$ cat src/rtl/core/rcsc_sqrt.sv
module rcsc_sqrt #(
    parameter int IN_W   = 62,
    parameter int SIDE_W = 1
) (
    input  logic                clk,
    input  logic                rst_n,
    input  logic                en,
    input  logic                in_valid,
    input  logic [IN_W-1:0]     in_x,
    input  logic [SIDE_W-1:0]   in_side,
    output logic                out_valid,
    output logic [IN_W/2-1:0]   out_root,
    output logic [SIDE_W-1:0]   out_side
);

    localparam int STAGES = IN_W / 2;
    localparam logic [IN_W-1:0] ONE = {{(IN_W-1){1'b0}}, 1'b1};

    logic [IN_W-1:0]   x_reg   [STAGES];
    logic [IN_W-1:0]   res_reg [STAGES];
    logic [SIDE_W-1:0] side_reg [STAGES];
    logic              valid_reg [STAGES];

    // One result bit per stage, digit-by-digit restoring root
    for (genvar i = 0; i < STAGES; i++)
    begin : g_stage
        localparam logic [IN_W-1:0] BIT = ONE << (IN_W - 2 - 2 * i);

        logic [IN_W-1:0]   x_src, res_src, x_nx, res_nx;
        logic [SIDE_W-1:0] side_src;
        logic              valid_src;
        logic [IN_W:0]     trial;

        if (i == 0)
        begin : g_first
            assign x_src     = in_x;
            assign res_src   = '0;
            assign side_src  = in_side;
            assign valid_src = in_valid;
        end
        else
        begin : g_next
            assign x_src     = x_reg[i-1];
            assign res_src   = res_reg[i-1];
            assign side_src  = side_reg[i-1];
            assign valid_src = valid_reg[i-1];
        end

        always_comb
        begin
            trial = {1'b0, res_src} + {1'b0, BIT};
            if ({1'b0, x_src} >= trial)
            begin
                x_nx   = x_src - trial[IN_W-1:0];
                res_nx = (res_src >> 1) + BIT;
            end
            else
            begin
                x_nx   = x_src;
                res_nx = res_src >> 1;
            end
        end

        always_ff @(posedge clk or negedge rst_n)
        begin
            if (!rst_n)
                valid_reg[i] <= 1'b0;
            else if (en)
                valid_reg[i] <= valid_src;
        end

        always_ff @(posedge clk)
        begin
            if (en)
            begin
                x_reg[i]    <= x_nx;
                res_reg[i]  <= res_nx;
                side_reg[i] <= side_src;
            end
        end
    end

    assign out_valid = valid_reg[STAGES-1];
    assign out_root  = res_reg[STAGES-1][STAGES-1:0];
    assign out_side  = side_reg[STAGES-1];

endmodule

$ cat config.mk
export PLATFORM = sky130hd
export DESIGN_NAME = rcsc_sqrt
export DESIGN_NICKNAME = d
export VERILOG_FILES = /design/src/rtl/core/rcsc_sqrt.sv
export SDC_FILE = /design/constraint.sdc
export NUM_CORES = 2
export LEC_CHECK = 0
export BUFFER_PORTS_ARGS = -buffer_cell sky130_fd_sc_hd__buf_2
export CAP_MARGIN = 20
export CORE_MARGIN = 10
export CORE_UTILIZATION = 50
export DETAILED_ROUTE_END_ITERATION = 16
export PLACE_DENSITY = 0.68
export SLEW_MARGIN = 0
export SYNTH_ARGS = -nofsm -noshare
export SYNTH_HDL_FRONTEND = slang
export SYNTH_SLANG_ARGS = --single-unit
$ cat constraint.sdc
create_clock -name clk -period 3.45 [get_ports clk]
set_input_delay 0.69 -clock clk [delete_from_list [all_inputs] [get_ports clk]]
set_output_delay 0.69 -clock clk [all_outputs]
set_load 0.005 [all_outputs]
# [After elaboration in Yosys (flattened, before gate mapping)]
# Memory sizes are Yosys's and may differ from the RTL's.
# Index checks and enable logic that the tools add are counted.
[word_totals] n_memories=3 word_cells=220 in_bits=67 ramBits=3875 out_inout_bits=33 regBits=31
[classes] addsub=91 magnitude_cmp=31 n_mux=64
[mem_list] name="res_reg" depth=31 width=62 read_ports=31 rd_clocked_by_memory_dff=0 write_ports=31 line_no="20" text="logic [IN_W-1:0] res_reg [STAGES];"
[mem_list] name="x_reg" depth=31 width=62 read_ports=30 rd_clocked_by_memory_dff=0 write_ports=31 line_no="19" text="logic [IN_W-1:0] x_reg [STAGES];"
[mem_list] name="side_reg" depth=31 width=1 read_ports=31 rd_clocked_by_memory_dff=0 write_ports=31 line_no="21" text="logic [SIDE_W-1:0] side_reg [STAGES];"
[op_table] operator="$mux W62" n=61
[op_table] operator="$ge A62 B63 Y1" n=30
[op_table] operator="$sub A62 B62 Y62" n=30
[op_table] operator="$add A62 B1 Y63 const B" n=1
[op_table] operator="$add A62 B11 Y63 const B" n=1
[op_table] operator="$add A62 B13 Y63 const B" n=1
[op_table] operator="$add A62 B15 Y63 const B" n=1
[op_table] operator="$add A62 B17 Y63 const B" n=1
[op_table] operator="$add A62 B19 Y63 const B" n=1
[op_table] operator="$add A62 B21 Y63 const B" n=1
[op_table] operator="$add A62 B23 Y63 const B" n=1
[op_table] operator="$add A62 B25 Y63 const B" n=1
[op_table] operator="$add A62 B27 Y63 const B" n=1
[op_table] operator="$add A62 B29 Y63 const B" n=1
[op_table] operator="$add A62 B3 Y63 const B" n=1
[op_table] operator="$add A62 B31 Y63 const B" n=1
[op_table] operator="$add A62 B33 Y63 const B" n=1
[op_table] operator="$add A62 B35 Y63 const B" n=1
[op_table] operator="$add A62 B37 Y63 const B" n=1
[op_table] operator="$add A62 B39 Y63 const B" n=1
[op_table] operator="$add A62 B41 Y63 const B" n=1
[op_table] operator="$add A62 B43 Y63 const B" n=1
[op_table] operator="$add A62 B45 Y63 const B" n=1
[op_table] operator="$add A62 B47 Y63 const B" n=1
[op_table] operator="43 further kinds" n=44

# [Depth between registers and ports, before layout]
# An unclocked memory read counts as a cell.
[logic_depth] depth_word=4 mapped_depth=15 depth_no_buf=13

# [Worst setup path before layout]
# Ideal clock, no wire load.
[synth_path] kind="flip-flop to flip-flop" from="mem x_reg[27][50] (netlist: x_reg[1][732])" to="mem x_reg[28][60] (netlist: x_reg[1][804]) (data pin)" stages_incl_launch_ff=11 path_buffers=1 setup_time_ps=259 synth_period_minus_slack_ps=3572 setup_slack_ps=-122 t_required_ps=3191 t_arrival_ps=3313 path_cell_list="edfxtp_1 -> or4_1 -> or3_1 -> or3_4 -> or4_4 -> nor3_2 -> or4_1 -> nor2_1 -> buf_6 -> or4_4 -> xnor2_2"
[synth_rtl] element="start: declaration" line_no="19"

==> key figures <==
Critical path
  – Slowest cell delay on critical path: 0.55 ns
  – Worst setup SP type: flop
  – Cell Chain, Critical Path: or4_4, or4_4, or3_4, or4_4, nor3_4, o21a_4, inv_6, buf_12, mux2_4
  – CP max-delay cell: or4_4
  – CP dominant cell by count: or4_4
  – Crit path required time: between 4 and 5 ns
  – Crit-path max FO: 6
  – Reg2Reg Depth: 9
  – CP startpoint: x_reg[1][546]
  – Critical R2R Launch: x_reg[1][546]
  – Worst Path Buf+Inv: 2
  – Cell family with most CP delay: simple AND/OR/NAND/NOR gates
  – Kind of critical path: reg2reg
  – Critical path arrival: 4.13 ns
  – Critical path capture point type: flop
  – R2R Path End: x_reg[1][584]
  – Setup slack, reg-to-reg: -0.04 ns

Hold path
  – Min-delay src: in_x[60]
  – Worst min path class: in2reg
  – Min-Delay Endpoint: x_reg[0][60]
  – WHS Path Cells: 3

Clock tree
  – CTS H-tree depth: 5
  – Reg clk slew, reported paths: 0.06 ns
  – CTS buffer count: between 200 and 300
  – CTS root buf: clkbuf_16
  – TritonCTS clock tree: built
  – CTS Sinks: between 2000 and 2500
  – Worst-Skew Late Latency: 0.93 ns
  – Clock tree buffer depth: 4

Synth
  – Dominant synthesized flop cell: edfxtp_1
  – Syn nets: 9687
  – Yosys warnings: 0
  – Cell variety after synth: about 90
  – Sequential share of the synthesized area: 62.92%
  – #FFs+latches synth: ~2400
  – Ys async rst share: 1.282%
  – Number of flops mapped to enable cells by yosys: 2387
  – Syn Area/Cell: roughly 13 sq um
  – Cell Area, Synth: approximately 0.12 sq mm
  – Cells after synthesis: ~9100

Place
  – RD Place Congestion: ~0.98
  – Detailed Place HPWL: 225800 um
  – IO buf count: 99
  – Placed Area: 0.1249 sq mm

Floorplanning
  – Chip Width: 499.9 um
  – Chip height: 499.9 um
  – Core ar.: between 0.2 and 0.25 sq mm
  – Starting Density: 50.18%
  – I/O Pins: 100
  – Die area: 0.2499 sq mm
  – # rows: 176

Job
  – Max-cap viol count: 0

Cells and area
  – Post-route cell area: 0.1363 sq mm
  – Most frequent cells in the layout: edfxtp_1, buf_4, inv_1, nand2_1, nor2_1
  – Commonest non-fill, non-tap cell in the layout: edfxtp_1
  – Max FFs per register: 1860
  – Nets: 10729
  – Area growth syn-to-layout: 18.38%
  – Fraction of layout cells with a size suffix above 1: 15.97%

Timing
  – Max-slew headroom: 31.63%
  – Minimum clock period: 3.488 ns
  – Clock Skew: 0.08314 ns
  – Fin. max-slew vios: 0
  – Final Hold Vio Count: 0
  – Final setup viols: 19
  – Unrepaired setup endpoints after global routing: true
  – Worst slew pin tran: between 1 and 1.5 ns
  – Max Freq: 0.2867 GHz
  – Setup WS post-layout: -0.03799 ns
  – Final period util: 101.1%
  – Sum of negative setup slack: -0.3519 ns

Routing
  – Via count: roughly 78000
  – Initial DRC count: between 7000 and 8000
  – Average routed wire per standard cell: 22.62 um
  – Final wirelength: 302400 um
  – Via density: between 5 and 6
  – Drt pass-1 iters: 6
  – Antenna violation net count after detailed routing: 0
  – DRC viols: 0

Status
  – Failing checks: setup timing
  – Run status: complete, but fails checks

Pwr
  – Pwr/cell area: 651.5 mW/mm^2
  – Leak: ~52 nW
  – Max IR drop VDD: 0.0004971 V

GRT
  – Global-route usage over all layers: 23.20%
  – Initial antenna violation count: 16
  – Global route hottest layer: met2
  – Vias in the first global route: around 75000
  – Met1 Use GR: about 32%
  – Largest net degree at the start of global routing: 79
  – First-pass GRT wire length: approximately 450000 um
  – Total global routing overflow: 0
  – Grt met3 use: between 3 and 4%
  – Grt met2 use: about 38%
## worst reg2reg max path, cell delays in order (launching register included)
cell and delay [ns]:
edfxtp_1 0.38, or4_4 0.55, or4_4 0.43, or3_4 0.35, or4_4 0.52, nor3_4 0.21, o21a_4 0.22, inv_6 0.08
buf_12 0.15, mux2_4 0.30
## synthesized netlist by cell type, types with 144 or more instances
library cell	instances	share of area, %
nor3_1	249	1.1
edfxtp_1	2387	62
xnor2_1	396	3.0
xor2_1	416	3.2
ha_1	525	5.7
o21ai_0	457	2.0
nor4_1	346	1.9
a21oi_1	531	2.3
inv_1	653	2.1
a21o_1	230	1.5
nand2_1	583	1.9
nand4_1	144	0.78
nor2_1	569	1.9
## metrics by stage
stage	power, mW	cells	worst slack, ns	util, %	hold slack, ns
3_5_place_dp	59.67	12775	-0.5009	54.43	0.4045
2_1_floorplan	51.96	9095	-0.01208	-	0.3944
6_report	88.80	13368	-0.03799	59.41	0.1550
3_3_place_gp	59.35	12775	-0.4767	54.43	0.4007
4_1_cts	88.54	13328	0.002252	58.68	0.08869
5_1_grt	92.81	13366	-0.1220	59.40	0.1481
## layer usage
metal	share of wire (%)	wire (um)
met1	43	131100
met3	6.4	19420
met5	0.012	37
met4	3.3	9997
met2	47	141900
## report_power, final
part           internal, mW  switching [mW]  leakage (nW)
Combinational          8.80            11.1          24.8
Clock                  17.0            11.5          4.25
Sequential             37.2            3.10          23.4
Total                  63.0            25.8          52.4
## repair_timing
action,4_1_cts,5_1_grt
hold endpoints to repair,94,0
endpoints found under the setup margin,212,435
pin swaps,18,69
hold buffers,64,0
setup buffers,7,34
resized for setup,62,262
gates cloned,1,6
## kinds of logic after synthesis
group	count (synthesis)	synth area share, %
muxes	108	1.044
DFF	2418	62.92
and+or+nand+nor	2649	11.96
xor gates and xnor gates	813	6.190
buffers and inverters	837	2.753
AOI/OAI and AO/OA	1745	9.427
adders and majority gates	525	5.705
## worst max path at each step
stage | slack, ns | end | depth (start not counted)
6_report | -0.04 | x_reg[1][584] | 9
5_1_grt | -0.12 | x_reg[1][570] | 11
4_1_cts | 0.002 | x_reg[1][236] | 9
3_5_place_dp | -0.50 | x_reg[1][739] | 13
3_3_place_gp | -0.48 | x_reg[1][739] | 13
2_1_floorplan | -0.01 | x_reg[1][804] | 10
## final cells by class
type	count	area [sq um]
Antenna cell	4	10.01
Clock buffer	333	7291
Clock inverter	148	1436
Fill cell	17988	93150
Inverter	657	2484
Multi-Input combinational cell	5840	41070
Sequential cell	2418	72450
Tap cell	3026	3786
Timing Repair Buffer	942	7780
No activity file was read; power rests on OpenSTA's default activity.
